[src/rtl/lgbps_pkg.sv]
// Shared types, constants and helpers for the light gate break and phase sweep block.
package lgbps_pkg;

    localparam int CHANNELS_DEF   = 7;
    localparam int SWEEP_STEP_DEF = 30;
    localparam int SWEEP_END_DEF  = 8092;

    localparam int NUM_SAMPLES = 7;
    localparam int SAMPLE_W    = 12;
    localparam int CHAN_W      = 3;
    localparam int POS_W       = 14;
    localparam int OFFSET_W    = 13;
    localparam int CFG_IDX_W   = 4;
    localparam int CFG_DATA_W  = 12;

    localparam logic [SAMPLE_W-1:0]    LIMIT_RESET = 12'd1000;
    localparam logic [NUM_SAMPLES-1:0] MASK_RESET  = 7'd119;
    localparam logic [OFFSET_W-1:0]    OFFSET_MAX  = 13'd8191;

    // command codes
    localparam logic CMD_TICK  = 1'b0;
    localparam logic CMD_START = 1'b1;

    // register indexes
    localparam logic [CFG_IDX_W-1:0] CFG_LIMIT_CH0   = 4'd0;
    localparam logic [CFG_IDX_W-1:0] CFG_ENABLE_MASK = 4'd7;

    typedef logic [SAMPLE_W-1:0] t_sample;

    typedef struct packed {
        logic                command;
        t_sample             sample_0;
        t_sample             sample_1;
        t_sample             sample_2;
        t_sample             sample_3;
        t_sample             sample_4;
        t_sample             sample_5;
        t_sample             sample_6;
        logic [CHAN_W-1:0]   start_channel;
    } t_in_item;

    typedef struct packed {
        logic [NUM_SAMPLES-1:0] break_bits;
        logic                   any_broken;
        logic                   break_event;
        logic                   phase_valid;
        logic [CHAN_W-1:0]      phase_channel;
        logic [OFFSET_W-1:0]    phase_offset;
        logic                   channel_done;
        t_sample                peak_value;
        logic                   search_done;
        logic                   searching;
    } t_out_item;

    // sweep unit result toward the top level
    typedef struct packed {
        logic                phase_valid;
        logic [CHAN_W-1:0]   phase_channel;
        logic [OFFSET_W-1:0] phase_offset;
        logic                channel_done;
        t_sample             peak_value;
        logic                search_done;
        logic                searching;
    } t_sweep_res;

    function automatic logic [OFFSET_W-1:0] sat_offset(input logic [POS_W-1:0] pos);
        return (pos > POS_W'(OFFSET_MAX)) ? OFFSET_MAX : pos[OFFSET_W-1:0];
    endfunction

endpackage

[src/rtl/lgbps_sweep.sv]
// Phase search sequencer: sweep position, peak tracking and channel advance.
module lgbps_sweep
    import lgbps_pkg::*;
#(
    parameter int NCH        = CHANNELS_DEF,
    parameter int SWEEP_STEP = SWEEP_STEP_DEF,
    parameter int SWEEP_END  = SWEEP_END_DEF
) (
    input  logic              i_clk,
    input  logic              i_rst_n,
    input  logic              i_tick,
    input  logic              i_start,
    input  logic [CHAN_W-1:0] i_start_channel,
    input  t_sample           i_sample,
    output logic              o_active,
    output logic [CHAN_W-1:0] o_chan,
    output t_sweep_res        o_res
);

    localparam logic [CHAN_W:0]   NCH_V    = (CHAN_W+1)'(NCH);
    localparam logic [CHAN_W-1:0] LAST_CH  = CHAN_W'(NCH - 1);
    localparam logic [POS_W-1:0]  STEP_V   = POS_W'(SWEEP_STEP);
    localparam logic [POS_W-1:0]  END_V    = POS_W'(SWEEP_END);

    logic              r_on;
    logic [CHAN_W-1:0] r_chan;
    logic [POS_W-1:0]  r_pos;
    t_sample           r_best_sample;
    logic [POS_W-1:0]  r_best_pos;

    logic              n_on;
    logic [CHAN_W-1:0] n_chan;
    logic [POS_W-1:0]  n_pos;
    t_sample           n_best_sample;
    logic [POS_W-1:0]  n_best_pos;

    logic             start_ok;
    logic             higher;
    logic             end_hit;
    logic             last_ch;
    t_sample          peak;
    logic [POS_W-1:0] peak_pos;

    assign start_ok = i_start && ({1'b0, i_start_channel} < NCH_V);
    assign higher   = i_sample > r_best_sample;
    assign peak     = higher ? i_sample : r_best_sample;
    assign peak_pos = higher ? r_pos : r_best_pos;
    assign end_hit  = r_pos >= END_V;
    assign last_ch  = r_chan == LAST_CH;

    always_comb begin
        n_on          = r_on;
        n_chan        = r_chan;
        n_pos         = r_pos;
        n_best_sample = r_best_sample;
        n_best_pos    = r_best_pos;
        o_res         = '0;
        if (start_ok) begin
            n_on          = 1'b1;
            n_chan        = i_start_channel;
            n_pos         = '0;
            n_best_sample = '0;
        end else if (i_tick && r_on) begin
            n_best_sample       = peak;
            n_best_pos          = peak_pos;
            n_pos               = r_pos + STEP_V;
            o_res.phase_valid   = 1'b1;
            o_res.phase_channel = r_chan;
            o_res.phase_offset  = sat_offset(r_pos);
            if (end_hit) begin
                o_res.phase_offset = sat_offset(peak_pos);
                o_res.channel_done = 1'b1;
                o_res.peak_value   = peak;
                if (last_ch) begin
                    n_on               = 1'b0;
                    o_res.search_done  = 1'b1;
                end else begin
                    // next channel restarts one step in
                    n_chan        = r_chan + 1'b1;
                    n_pos         = STEP_V;
                    n_best_sample = '0;
                end
            end
        end
        o_res.searching = n_on;
    end

    always_ff @(posedge i_clk) begin
        if (!i_rst_n) begin
            r_on          <= 1'b0;
            r_chan        <= '0;
            r_pos         <= '0;
            r_best_sample <= '0;
            r_best_pos    <= '0;
        end else begin
            r_on          <= n_on;
            r_chan        <= n_chan;
            r_pos         <= n_pos;
            r_best_sample <= n_best_sample;
            r_best_pos    <= n_best_pos;
        end
    end

    assign o_active = r_on;
    assign o_chan   = r_chan;

endmodule

[src/rtl/light_gate_break_and_phase_sweep.sv]
// Light gate break detector with receive phase search, top level.
//
// Input channel (i_in_valid / o_in_stall, payload i_in_item): one transaction is
// either a sampling tick carrying seven 12-bit receiver samples or a command
// to start a phase search at start_channel. Every transaction yields exactly
// one result transaction on the output channel (o_out_valid / i_out_stall,
// payload o_out_item).
// Each result is registered at accept, into the output or the skid register.
// Throughput: one transaction per cycle unless o_in_stall; all per-item work
// is one pass of compare and sweep logic up to the output register.
// When the receiver stalls, the result holds in the output register and one
// more transaction is taken into a skid register; o_in_stall rises only while
// the skid register is full, and is a pure register output.
// Configuration (i_cfg_valid / o_cfg_ready, index and data): indexes 0..6 set
// the per-channel break limits, index 7 the enable mask, others are dropped.
// The port is always ready; write only while the block is idle.
// Reset (synchronous, active low): limits 1000, enable mask 119, all sample,
// break and search state cleared, both result registers empty.
module light_gate_break_and_phase_sweep
    import lgbps_pkg::*;
#(
    parameter int CHANNELS   = CHANNELS_DEF,
    parameter int SWEEP_STEP = SWEEP_STEP_DEF,
    parameter int SWEEP_END  = SWEEP_END_DEF
) (
    input  logic                  i_clk,
    input  logic                  i_rst_n,
    input  logic                  i_in_valid,
    output logic                  o_in_stall,
    input  t_in_item              i_in_item,
    output logic                  o_out_valid,
    input  logic                  i_out_stall,
    output t_out_item             o_out_item,
    input  logic                  i_cfg_valid,
    output logic                  o_cfg_ready,
    input  logic [CFG_IDX_W-1:0]  i_cfg_index,
    input  logic [CFG_DATA_W-1:0] i_cfg_data
);

    // only the first seven channels exist in hardware
    localparam int NCH = (CHANNELS < NUM_SAMPLES) ? CHANNELS : NUM_SAMPLES;

    // configuration registers
    t_sample                r_limit [NUM_SAMPLES];
    logic [NUM_SAMPLES-1:0] r_mask;

    // per-channel sample and break state
    t_sample                r_last [NUM_SAMPLES];
    logic [NUM_SAMPLES-1:0] r_break;
    logic                   r_prev_any;

    t_sample                n_last [NUM_SAMPLES];
    logic [NUM_SAMPLES-1:0] n_break;

    // output register and skid
    t_out_item r_out;
    logic      r_out_v;
    t_out_item r_skid;
    logic      r_skid_v;

    t_sample     samples [NUM_SAMPLES];
    logic        acc;
    logic        tick;
    logic        start;
    logic        any;
    logic        sweep_active;
    logic [CHAN_W-1:0] sweep_chan;
    t_sample     sweep_sample;
    t_sweep_res  sweep_res;
    t_out_item   res;

    assign acc   = i_in_valid && !o_in_stall;
    assign tick  = acc && (i_in_item.command == CMD_TICK);
    assign start = acc && (i_in_item.command == CMD_START);

    assign samples[0] = i_in_item.sample_0;
    assign samples[1] = i_in_item.sample_1;
    assign samples[2] = i_in_item.sample_2;
    assign samples[3] = i_in_item.sample_3;
    assign samples[4] = i_in_item.sample_4;
    assign samples[5] = i_in_item.sample_5;
    assign samples[6] = i_in_item.sample_6;

    // sample and break update: enabled channels take the new sample on a tick
    always_comb begin
        for (int i = 0; i < NUM_SAMPLES; i++) begin
            n_last[i]  = r_last[i];
            n_break[i] = r_break[i];
            if (tick && (i < NCH) && r_mask[i]) begin
                n_last[i]  = samples[i];
                n_break[i] = samples[i] < r_limit[i];
            end
        end
    end

    // any_broken counts only enabled channels' break bits
    assign any = |(n_break & r_mask);

    // the sweep looks at the searched channel's stored sample after this tick
    always_comb begin
        sweep_sample = n_last[0];
        for (int i = 0; i < NUM_SAMPLES; i++) begin
            if (sweep_chan == CHAN_W'(i)) begin
                sweep_sample = n_last[i];
            end
        end
    end

    lgbps_sweep #(
        .NCH        (NCH),
        .SWEEP_STEP (SWEEP_STEP),
        .SWEEP_END  (SWEEP_END)
    ) u_sweep (
        .i_clk           (i_clk),
        .i_rst_n         (i_rst_n),
        .i_tick          (tick),
        .i_start         (start),
        .i_start_channel (i_in_item.start_channel),
        .i_sample        (sweep_sample),
        .o_active        (sweep_active),
        .o_chan          (sweep_chan),
        .o_res           (sweep_res)
    );

    // result assembly; break_event only on ticks outside a search
    always_comb begin
        res               = '0;
        res.break_bits    = n_break;
        res.any_broken    = any;
        res.break_event   = tick && !sweep_active && (any != r_prev_any);
        res.phase_valid   = sweep_res.phase_valid;
        res.phase_channel = sweep_res.phase_channel;
        res.phase_offset  = sweep_res.phase_offset;
        res.channel_done  = sweep_res.channel_done;
        res.peak_value    = sweep_res.peak_value;
        res.search_done   = sweep_res.search_done;
        res.searching     = sweep_res.searching;
    end

    // state update
    always_ff @(posedge i_clk) begin
        if (!i_rst_n) begin
            r_break    <= '0;
            r_prev_any <= 1'b0;
            r_mask     <= MASK_RESET;
            for (int i = 0; i < NUM_SAMPLES; i++) begin
                r_last[i]  <= '0;
                r_limit[i] <= LIMIT_RESET;
            end
        end else begin
            r_break <= n_break;
            for (int i = 0; i < NUM_SAMPLES; i++) begin
                r_last[i] <= n_last[i];
            end
            if (tick && !sweep_active) begin
                r_prev_any <= any;
            end
            if (i_cfg_valid && o_cfg_ready) begin
                if (i_cfg_index < CFG_ENABLE_MASK) begin
                    r_limit[i_cfg_index[CHAN_W-1:0]] <= i_cfg_data[SAMPLE_W-1:0];
                end else if (i_cfg_index == CFG_ENABLE_MASK) begin
                    r_mask <= i_cfg_data[NUM_SAMPLES-1:0];
                end
            end
        end
    end

    // output register with one-entry skid; input stalls only when skid is full
    always_ff @(posedge i_clk) begin
        if (!i_rst_n) begin
            r_out_v  <= 1'b0;
            r_skid_v <= 1'b0;
        end else begin
            if (!r_out_v || !i_out_stall) begin
                if (r_skid_v) begin
                    r_out    <= r_skid;
                    r_out_v  <= 1'b1;
                    r_skid_v <= 1'b0;
                end else begin
                    r_out_v <= acc;
                    if (acc) begin
                        r_out <= res;
                    end
                end
            end else if (acc) begin
                r_skid   <= res;
                r_skid_v <= 1'b1;
            end
        end
    end

    assign o_in_stall  = r_skid_v;
    assign o_out_valid = r_out_v;
    assign o_out_item  = r_out;
    assign o_cfg_ready = 1'b1;

endmodule

[config.mk]
export PLATFORM = sky130hd
export DESIGN_NAME = light_gate_break_and_phase_sweep
export DESIGN_NICKNAME = d
export VERILOG_FILES = /design/src/rtl/lgbps_pkg.sv /design/src/rtl/lgbps_sweep.sv /design/src/rtl/light_gate_break_and_phase_sweep.sv
export SDC_FILE = /design/constraint.sdc
export NUM_CORES = 1
export LEC_CHECK = 0
export BUFFER_PORTS_ARGS = -buffer_cell sky130_fd_sc_hd__buf_2
export CAP_MARGIN = 20
export CORE_MARGIN = 2
export CORE_UTILIZATION = 45
export DETAILED_ROUTE_END_ITERATION = 8
export GPL_ROUTABILITY_DRIVEN = 0
export PLACE_DENSITY_LB_ADDON = 0.25
export SLEW_MARGIN = 10
export SYNTH_ARGS = -nofsm -noshare
export SYNTH_HDL_FRONTEND = slang
export SYNTH_SLANG_ARGS = --single-unit
[constraint.sdc]
create_clock -name i_clk -period 4.95 [get_ports i_clk]
set_input_delay 0.99 -clock i_clk [delete_from_list [all_inputs] [get_ports i_clk]]
set_output_delay 0.99 -clock i_clk [all_outputs]
set_load 0.1 [all_outputs]
==> results by group, run 1 <==
Status
  • Outcome: finished, final reports clean

Place
  • Post-DP Area: 16540 um^2
  • Placed instance count: ~2000
  • Post-DP HPWL: approximately 30000 um
  • Pre-CTS setup slack: -0.03253 ns
  • Input/output buffers: roughly 150

Route
  • Residual DRC: 0
  • DR iter-0 viols: 985
  • Post-route ant nets: 0
  • WL/cell: 19.44 um
  • Drt pass-1 iters: 6
  • Routed via count: approximately 11000
  • DR vias/cell: 5.471
  • Final WL: between 40000 and 50000 um

Die
  • FP Rows: 67
  • Starting density of the core: 0.4554
  • Die width: 187.7 um
  • CORE AREA: approximately 33000 um^2
  • I/O pins: roughly 150
  • Die Height: between 150 and 200 um
  • Die area: 35250 um^2

Timing
  • Skew final: 0.02502 ns
  • Min Clock Period, post-route: ~4.5 ns
  • Relative slew slack: 0.2948
  • Final setup fails: 0
  • Final hold slack: 0.4326 ns
  • Final hold violation count: 0
  • Fin crit share: 0.9111
  • Final setup TNS: 0 ns
  • Post-route worst setup slack: approximately 0.44 ns
  • Worst Tran Pin Value: roughly 1.1 ns
  • Final Max Slew Viols: 0
  • RSZ-0062 raised after global routing: false
  • FMAX: ~220 MHz

Setup path
  • Crit path capture type: flip-flop
  • CP Data Required Time: approximately 5.2 ns
  • Startpoint types: primary input
  • CP max FO: 20
  • WP data arrival: about 4.8 ns
  • Worst setup path class: in -> reg

CTS
  • Post_cts resized: 0
  • Cts hold-fix bufs: 0
  • Cts bufs inserted: 36
  • Root Driver: clkbuf_16
  • H-tree levels: 2
  • CTS tree: yes
  • Clock-pin slew on the worst setup and hold paths: 0.06 ns
  • Clock buffer depth: 3
  • Postcts setup bufs: 0
  • Worst-Skew Late Latency: between 0.5 and 0.6 ns
  • CTS Sinks: between 300 and 400

Cells and area
  • Fillers: 3021
  • Multi-input gate area: about 6700 um^2
  • Finished Cell Area: roughly 18000 um^2
  • Sequential standard cell area: 7749 um^2
  • Commonest cells after routing, fill and taps aside: 204 x nor2_1, 155 x dfxtp_1, 154 x edfxtp_1
  • # diodes: 0
  • Commonest non-fill, non-tap cell in the layout: nor2_1
  • Layout cells sized above 1: 0.1791
  • Non-filler cells, final: ~2100
  • Nets@finish: around 1800
  • Area grow syn2layout: 16.28%

Synth
  • Yosys Warn Count: 0
  • Number of distinct library cells after synthesis: 74
  • Top_reg_cell synth: dfxtp_1
  • Post-synthesis adder-cell area fraction: 0.07823
  • Mapped Avg Cell Area: 10.28 um^2
  • Largest family of logic cells by synthesized area: simple AND/OR/NAND/NOR gates
  • Fraction of the yosys area taken by sequential cells: 0.5099
  • Synthesized area: between 15000 and 20000 um^2
  • Post-synthesis mux area share: 0.08309
  • Synthesized Nets: 1682
  • EDFF count, synth: around 150
  • Post-Synthesis Cells: between 1000 and 1500
  • Post-Synth XOR/XNOR Area: 0.006341
  • Yosys reg bits: slightly above 300
  • Simple-gate share of the synthesized area: 0.1531
  • Async SR Flop Fraction: 0
  • Synth Area in Compound Gates: 0.1136

Power and ir drop
  • Max VDD drop: between 200 and 300 uV
  • Register share of total power: 0.440
  • NetSw: 1.791 mW
  • Int Power: 4.627 mW
  • Switch share: 0.2791
  • LEAKAGE: between 7 and 8 nW
  • PwrDens: approximately 360 nW/um^2
  • Clock group share of total power: 0.395
  • Combinational share of power: 0.165

Global route
  • Initial antenna violation count: 0
  • Vias in the first global route: between 10000 and 15000
  • Largest net degree at the start of global routing: 64
  • First-pass GRT wire length: around 63000 um
  • Grt total ovfl: 0
  • Total GRT Usage: 0.2304

Worst hold path
  • HP Class: reg -> reg

Job
  • Max cap viols: 0
[worst max-delay path, stage by stage]
cell,delay [ns]
buf_2,0.17
nor4bb_4,0.41
buf_4,0.31
mux2i_1,0.25
o221ai_1,0.27
a2111oi_2,0.41
a211oi_2,0.14
ha_1,0.32
nand4_1,0.13
nor3_1,0.07
a21oi_1,0.17
o21a_1,0.21
buf_12,0.17
buf_4,0.21
mux2i_1,0.41
o21ai_1,0.11
[metrics by stage]
step           power [mW]    util
2_1_floorplan       3.556       -
3_3_place_gp        3.909  0.4957
3_5_place_dp        3.928  0.4957
4_1_cts             6.450  0.5295
5_1_grt             6.653  0.5295
6_report            6.418  0.5295
[synthesized netlist by cell type (16+ instances only)]
| library cell | number | share of area |
|---|---|---|
| dfxtp_1 | 156 | 0.21 |
| a22o_1 | 16 | 0.0092 |
| inv_1 | 123 | 0.030 |
| a21oi_1 | 50 | 0.016 |
| clkbuf_1 | 48 | 0.012 |
| edfxtp_1 | 154 | 0.30 |
| and2_1 | 19 | 0.0078 |
| mux2i_1 | 116 | 0.076 |
| nand2_1 | 129 | 0.032 |
| buf_2 | 16 | 0.0053 |
| o21ai_0 | 41 | 0.014 |
| ha_1 | 95 | 0.078 |
| nand2b_1 | 22 | 0.0091 |
| nor2_1 | 205 | 0.051 |
| nand3_1 | 40 | 0.013 |
[state kept, by name (all words and copies together) (netlist names)]
signal                 flops
r_skid                    41
r_limit                   84
u_sweep.o_active           1
r_mask                     7
u_sweep.r_best_pos        14
r_break                    7
u_sweep.r_best_sample     12
o_in_stall                 1
o_out_valid                1
u_sweep.o_chan             3
o_out_item                41
r_prev_any                 1
u_sweep.r_pos             13
r_last                    84
[worst paths after layout]
check	start	end	slack, ns	cells after the start
max	i_in_item[87]	o_out_item[6]	0.44	16
max reg2reg	u_sweep.o_chan[1]	o_out_item[6]	0.63	15
min	u_sweep.r_best_pos[0]	u_sweep.r_best_pos[0]	0.43	2
min reg2reg	u_sweep.r_best_pos[0]	u_sweep.r_best_pos[0]	0.43	2
[kinds of logic (layout without fill, tap and decap cells)]
kind of cell               count (synthesis)  after routing
AOI/OAI and AO/OA                        231            231
DFF                                      310            310
adders and majority gates                 95             95
buffers and inverters                    204            379
and+or+nand+nor                          501            501
other                                      1              1
xor gates and xnor gates                  11             11
muxes                                    125            125
[per-layer routing]
| metal | global-route usage | share of wire | vias up |
|---|---|---|---|
| met5 | 0 | 0 | - |
| met4 | 0.09328 | 0.037 | 0 |
| met3 | 0.03425 | 0.059 | 90 |
| met2 | 0.3634 | 0.45 | 395 |
| met1 | 0.3188 | 0.45 | 5489 |
| li1 | - | - | 5521 |
[area by class of cell]
type                            instances  share of cell area
Clock buffer                           51             0.05772
Clock inverter                         13            0.006161
Inverter                              123             0.02620
Multi-Input combinational cell        964              0.3766
Sequential cell                       310              0.4386
Tap cell                              448             0.03173
Timing Repair Buffer                  192             0.06303
[power by group through the flow]
stage	registers (mW)	clock network, mW	logic [mW]
final	2.82	2.54	1.06
after CTS	2.82	2.57	1.06
after global routing	2.83	2.67	1.15
after floorplan	2.98	0	0.573
after detailed placement	2.88	0	1.05
after global placement	2.88	0	1.03
Note: power is estimated with default switching activity, not from simulation.
==> inputs of run 2 (changes only) <==
==> constraint.sdc (replaced) <==
create_clock -name i_clk -period 4.8 [get_ports i_clk]
set_input_delay 0.96 -clock i_clk [delete_from_list [all_inputs] [get_ports i_clk]]
set_output_delay 0.96 -clock i_clk [all_outputs]
set_load 0.1 [all_outputs]
==> run 2 against run 1 <==
Compared with the run above:
- via count up 0.92%
- die area did not move
- first-iteration DRC count fell by 6.9%
- combinational power increased by 8%
- final area grew 1.1%
- clock power grew 2%
- largest cell class unchanged
==> results by group, run 2 (synthesized netlist as in run 1, its figures left out) <==
Setup path
  • WP data arrival: 4.71 ns (-0.04 ns)
  • Startpoint types: primary input
  • Worst setup path class: in -> reg
  • Worst-path cell chain: buf_2 -> nor4bb_4 -> buf_4 -> mux2i_1 -> o221ai_1 -> a2111oi_2 -> a211oi_2 -> ha_1 -> nand4_1 -> a21oi_1 -> o21a_1 -> buf_4 -> mux2i_1 -> o21ai_1
  • Crit path capture type: flip-flop
  • RR Startpoint: u_sweep.o_chan[0]
  • Delay of the slowest critical-path stage: 0.49 ns (+0.08 ns)
  • Beginning of the critical path: i_in_item[87]
  • WP buf/inv: 3 (-1)
  • R2R setup slack: 0.44 ns (-0.19 ns)
  • Worst reg2reg endpoint: o_out_item[6]
  • CP max FO: 14 (-30%)
  • CP Data Required Time: 5.04 ns (-0.15 ns)
  • Cells on worst reg2reg path: 15 (unchanged)
  • Top delay family on crit path: compound AO/OA/AOI/OAI gates
  • CP max stage cell: o21a_1

Global route
  • Initial antenna violation count: 0 (unchanged)
  • First-pass GRT wire length: 63570 um (+1.3%)
  • Largest net degree at the start of global routing: 96 (+50%)
  • Vias in the first global route: 11078 (+0.0090%)
  • Grt total ovfl: 0 (unchanged)
  • Total GRT Usage: 0.2327 (+0.002380)

Route
  • Final WL: 41210 um (+0.87%)
  • WL/cell: 19.39 um (-0.27%)
  • DR iter-0 viols: 917 (-6.9%)
  • Drt pass-1 iters: 5 (-1)
  • Residual DRC: 0 (unchanged)
  • DR vias/cell: 5.459 (-0.22%)
  • Post-route ant nets: 0 (unchanged)
  • Routed via count: 11601 (+0.92%)

Timing
  • Final hold violation count: 0 (unchanged)
  • Relative slew slack: 0.2757 (-0.01910)
  • FMAX: 223.9 MHz
  • Skew final: 0.02894 ns (+0.003911 ns)
  • Post-route worst setup slack: 0.3344 ns (-0.1055 ns)
  • Worst Tran Pin Value: 1.087 ns (+0.02864 ns)
  • RSZ-0062 raised after global routing: false
  • Min Clock Period, post-route: 4.466 ns
  • Final Max Slew Viols: 0 (unchanged)
  • Fin crit share: 0.9303
  • Final setup fails: 0 (unchanged)

Die
  • Die width: 187.7 um (unchanged)
  • Die area: 35250 um^2 (unchanged)
  • Die Height: 187.7 um (unchanged)
  • CORE AREA: 33360 um^2 (unchanged)
  • FP Rows: 67 (unchanged)
  • I/O pins: 153 (unchanged)
  • Starting density of the core: 0.4554 (unchanged)

Power and ir drop
  • PwrDens: 371.4 nW/um^2 (+2.2%)
  • Max VDD drop: 245.4 uV (-7.0%)
  • LEAKAGE: 7.559 nW (+1.7%)

CTS
  • Cts hold-fix bufs: 0 (unchanged)
  • Worst-Skew Late Latency: 0.53 ns (about the same)
  • Post_cts resized: 0 (unchanged)
  • CTS tree: yes
  • Clock buffer depth: 3 (unchanged)
  • H-tree levels: 2 (unchanged)
  • Postcts setup bufs: 0 (unchanged)
  • Cts bufs inserted: 35 (-2.8%)
  • CTS Sinks: 310 (unchanged)
  • Root Driver: clkbuf_16
  • Clock-pin slew on the worst setup and hold paths: 0.06 ns (about the same)

Cells and area
  • Commonest cells after routing, fill and taps aside: 204 x nor2_1, 155 x dfxtp_1, 154 x edfxtp_1
  • Layout cells sized above 1: 0.1938 (+0.01473)
  • Finished Cell Area: 17870 um^2 (+1.1%)
  • Largest registers: r_last x84, r_limit x84
  • # diodes: 0 (unchanged)
  • Commonest non-fill, non-tap cell in the layout: nor2_1
  • Area grow syn2layout: 17.59%
  • Nets@finish: 1854 (+1.3%)

Status
  • Outcome: finished, final reports clean

Place
  • Post-DP HPWL: 31310 um (+1.5%)
  • Pre-CTS setup slack: -0.1796 ns (-0.1470 ns)
  • Input/output buffers: 151 (unchanged)
  • Post-DP Area: 16740 um^2 (+1.2%)

Job
  • Max cap viols: 0 (unchanged)

Worst hold path
  • Worst Hold Depth: 2 (unchanged)
  • Min-delay src: u_sweep.r_best_pos[0]
  • HP Class: reg -> reg
  • Worst Hold End: u_sweep.r_best_pos[0]
[run 2: layout make-up]
class / count / area, um^2
fillers: 3001 / 15500
flip-flops and latches: 310 / 7749
multi-input cells: 964 / 6653
repair buffers: 216 / 1319
clock buffers: 48 / 1022
well taps: 448 / 560.5
inverters: 123 / 462.9
clock inverters: 16 / 100.1
[run 2: how the worst max path moves through the flow]
stage	to	slack [ns]	depth (start not counted)
global route	o_out_item[6]	0.02	16
detailed placement	o_out_item[6]	-0.18	14
finish	o_out_item[6]	0.33	14
CTS	o_out_item[6]	0.36	14
global placement	o_out_item[6]	-0.12	15
floorplan	o_out_item[23]	0.31	18
[run 2: metrics by stage]
| stage | cells | hold WS (ns) | utilization | power (mW) | TNS (ns) |
|---|---|---|---|---|---|
| 2_1_floorplan | 1478 | 0.4081 | - | 3.667 | 0 |
| 3_3_place_gp | 2061 | 0.4293 | 0.5018 | 4.075 | -2.134 |
| 3_5_place_dp | 2061 | 0.4275 | 0.5018 | 4.095 | -2.157 |
| 4_1_cts | 2125 | 0.4358 | 0.5355 | 6.677 | 0 |
| 5_1_grt | 2125 | 0.4457 | 0.5355 | 6.883 | 0 |
| 6_report | 2125 | 0.4402 | 0.5355 | 6.635 | 0 |
[run 2: worst min-delay path, stage by stage, from the launching register on]
cell and delay [ns]:
dfxtp_1 0.31, nand2_1 0.05, a21oi_1 0.03
[run 2: report_power, final]
group	internal (mW)	total, mW	switching (mW)	leakage (nW)
Sequential	2.88	2.91	0.0369	2.70
Clock	1.50	2.59	1.08	0.562
Combinational	0.394	1.14	0.742	4.29
Total	4.77	6.64	1.86	7.56
[run 2: metal layers]
| metal | share of wire | vias up | track usage | wire (um) |
|---|---|---|---|---|
| met5 | 0 | - | 0 | 0 |
| met4 | 0.038 | 0 | 0.08995 | 1578 |
| met1 | 0.46 | 5507 | 0.3284 | 18810 |
| met2 | 0.44 | 418 | 0.3660 | 18300 |
| met3 | 0.061 | 96 | 0.02901 | 2520 |
| li1 | - | 5580 | - | - |
==> inputs of run 3 (changes only) <==
--- a/config.mk
+++ b/config.mk
@@ -5,13 +5,14 @@
 export SDC_FILE = /design/constraint.sdc
 export NUM_CORES = 1
 export LEC_CHECK = 0
-export BUFFER_PORTS_ARGS = -buffer_cell sky130_fd_sc_hd__buf_2
 export CAP_MARGIN = 20
 export CORE_MARGIN = 2
 export CORE_UTILIZATION = 45
 export DETAILED_ROUTE_END_ITERATION = 8
+export DONT_BUFFER_PORTS = 1
 export GPL_ROUTABILITY_DRIVEN = 0
 export PLACE_DENSITY_LB_ADDON = 0.25
+export RECOVER_POWER = 50
 export SLEW_MARGIN = 10
 export SYNTH_ARGS = -nofsm -noshare
 export SYNTH_HDL_FRONTEND = slang
==> run 3 against run 2 <==
Compared with the run above:
- the flow now finishes with violations (max-capacitance violations, max-slew violations)
- first-iteration DRC count down 7.6%
- count of clock-buffer cells in the layout up 4
- register-to-register slack got worse by 0.03 ns
- sequential share of layout area is 2.7 points higher
- fmax up 1.8%
==> results by group, run 3 (synthesized netlist as in run 1, its figures left out) <==
Status
  • Outcome: complete, but fails checks
  • Failing checks: max-capacitance violations, max-slew violations

Die
  • Die width: 187.7 um (unchanged)
  • I/O pins: 153 (unchanged)
  • FP Rows: 67 (unchanged)
  • CORE AREA: 33360 um^2 (unchanged)
  • Starting density of the core: 0.4554 (unchanged)
  • Die Height: 187.7 um (unchanged)
  • Die area: 35250 um^2 (unchanged)

Timing
  • FMAX: 227.9 MHz (+1.8%)
  • RSZ-0062 raised after global routing: false
  • Final hold violation count: 0 (unchanged)
  • Final setup TNS: 0 ns (unchanged)
  • Worst Tran Pin Value: 2.491 ns (+1.404 ns)
  • Fin crit share: 0.9140 (-0.01632)
  • Min Clock Period, post-route: 4.387 ns (-0.07833 ns)
  • Final setup fails: 0 (unchanged)
  • Relative slew slack: -0.6606 (-0.9363)
  • Final Max Slew Viols: 197 (+197)
  • Post-route worst setup slack: 0.4128 ns (+0.07833 ns)
  • Skew final: 0.02815 ns (-0.0007896 ns)

Power and ir drop
  • LEAKAGE: 6.769 nW (-10%)
  • Total power: 6.568 mW (-1.0%)
  • Max VDD drop: 289.1 uV (+18%)
  • PwrDens: 390.2 nW/um^2 (+5.1%)

Setup path
  • Beginning of the critical path: u_sweep.o_chan[0]
  • CP max stage cell: or4_1
  • CP endpoint: o_out_item[16]
  • Startpoint types: flip-flop
  • Delay of the slowest critical-path stage: 0.43 ns (-0.06 ns)
  • CP max FO: 30 (+16)
  • WP data arrival: 4.66 ns (-0.05 ns)
  • Cells on worst reg2reg path: 16 (+1)
  • Top delay family on crit path: compound AO/OA/AOI/OAI gates
  • RR Startpoint: u_sweep.o_chan[0]
  • Crit path capture type: flip-flop
  • WP buf/inv: 2 (-1)
  • Worst reg2reg endpoint: o_out_item[16]
  • Worst setup path class: reg -> reg
  • Crit path depth: 16 (+2)
  • CP Data Required Time: 5.07 ns (+0.03 ns)
  • Worst-path cell chain: inv_1 -> ha_1 -> nand2_1 -> or2_2 -> o221ai_1 -> a2111oi_2 -> a211oi_2 -> ha_1 -> a21o_1 -> a21o_1 -> a21oi_1 -> nand2_1 -> o21a_1 -> buf_12 -> or4_1 -> a32o_1
  • R2R setup slack: 0.41 ns (-0.03 ns)

Route
  • Final WL: 40890 um (-0.76%)
  • Drt pass-1 iters: 5 (unchanged)
  • Residual DRC: 0 (unchanged)
  • WL/cell: 21.09 um (+8.8%)
  • DR iter-0 viols: 847 (-7.6%)
  • Post-route ant nets: 0 (unchanged)
  • Routed via count: 10764 (-7.2%)
  • DR vias/cell: 5.551 (+1.7%)

Cells and area
  • Commonest non-fill, non-tap cell in the layout: nor2_1
  • # diodes: 0 (unchanged)
  • Fillers: 3121 (+4.0%)
  • Largest registers: r_last x84, r_limit x84
  • Finished Core Util: 0.5045 (-0.03098)
  • Commonest cells after routing, fill and taps aside: 205 x nor2_1, 156 x dfxtp_1, 154 x edfxtp_1
  • Layout cells sized above 1: 0.08317 (-0.1106)
  • Nets@finish: 1670 (-9.9%)
  • Area grow syn2layout: 10.79%

CTS
  • Post_cts resized: 0 (unchanged)
  • Root Driver: clkbuf_16
  • Clock buffer depth: 3 (unchanged)
  • Cts bufs inserted: 35 (unchanged)
  • Postcts setup bufs: 0 (unchanged)
  • Cts hold-fix bufs: 0 (unchanged)
  • CTS Sinks: 310 (unchanged)
  • Clock-pin slew on the worst setup and hold paths: 0.06 ns (about the same)
  • CTS tree: yes
  • Worst-Skew Late Latency: 0.52 ns (about the same)
  • H-tree levels: 2 (unchanged)

Place
  • Input/output buffers: 0 (-100%)
  • Pre-CTS setup slack: 0.05831 ns (+0.2379 ns)
  • Post-DP HPWL: 30910 um (-1.3%)

Worst hold path
  • HP Class: reg -> reg

Global route
  • Vias in the first global route: 10720 (-3.2%)
  • Largest net degree at the start of global routing: 93 (-3.1%)
  • Total GRT Usage: 0.2323 (-0.0004057)
  • Grt total ovfl: 0 (unchanged)
  • Initial antenna violation count: 0 (unchanged)
  • First-pass GRT wire length: 63060 um (-0.80%)

Job
  • Max cap viols: 4 (+4)
-- run 3: cell count changes in the layout (fill, tap and decap cells not counted), moves of 2 or more --
cell / change
buf_2: -151
buf_4: -39
clkbuf_1: +10
clkinv_2: -7
bufinv_16: +3
and2_0: +2
and2_1: -2
buf_12: -2
clkbuf_2: +2
-- run 3: layout make-up --
class	instances	area [um^2]	share of cell area
Timing Repair Buffer	32	261.5	0.01554
Clock buffer	52	1023	0.06080
Inverter	123	462.9	0.02750
Multi-Input combinational cell	964	6630	0.3939
Tap cell	448	560.5	0.03330
Clock inverter	10	146.4	0.008697
Sequential cell	310	7747	0.4603
-- run 3: worst min path at each step --
stage | cells after the start | startpoint | slack, ns | to
floorplan | 2 | u_sweep.r_best_pos[0] | 0.41 | u_sweep.r_best_pos[0]
CTS | 2 | u_sweep.r_best_pos[0] | 0.44 | u_sweep.r_best_pos[0]
global placement | 2 | u_sweep.r_best_pos[0] | 0.42 | u_sweep.r_best_pos[0]
finish | 2 | u_sweep.r_best_pos[0] | 0.43 | u_sweep.r_best_pos[0]
detailed placement | 2 | u_sweep.r_best_pos[0] | 0.43 | u_sweep.r_best_pos[0]
global route | 2 | u_sweep.r_best_pos[0] | 0.45 | u_sweep.r_best_pos[0]
-- run 3: power by group --
group	internal [mW]	leakage, nW	switching (mW)
clock	1.64	0.578	1.06
combinational	0.287	3.49	0.550
sequential	2.88	2.70	0.150
-- run 3: per-layer routing --
metal	up-vias	global-route usage	routed length, um
met1	5110	0.3069	17620
met2	361	0.3625	18250
met4	0	0.09176	1612
met5	-	0	0
met3	90	0.06363	3414
li1	5203	-	-
-- run 3: through the flow --
step | hold slack [ns] | std cells | cell area, um^2
finish | 0.4339 | 1939 | 16830
global route | 0.4498 | 1939 | 16830
CTS | 0.4355 | 1939 | 16900
detailed placement | 0.4268 | 1877 | 15730
global placement | 0.4233 | 1875 | 15700
floorplan | 0.4081 | 1478 | 15190
-- run 3: worst register-to-register path: stages, from the launching register on --
cell and delay, ns:
dfxtp_1 0.33, inv_1 0.13, ha_1 0.28, nand2_1 0.09, or2_2 0.38, o221ai_1 0.39
a2111oi_2 0.11, a211oi_2 0.37, ha_1 0.31, a21o_1 0.17, a21o_1 0.17, a21oi_1 0.19
nand2_1 0.09, o21a_1 0.22, buf_12 0.17, or4_1 0.44, a32o_1 0.27
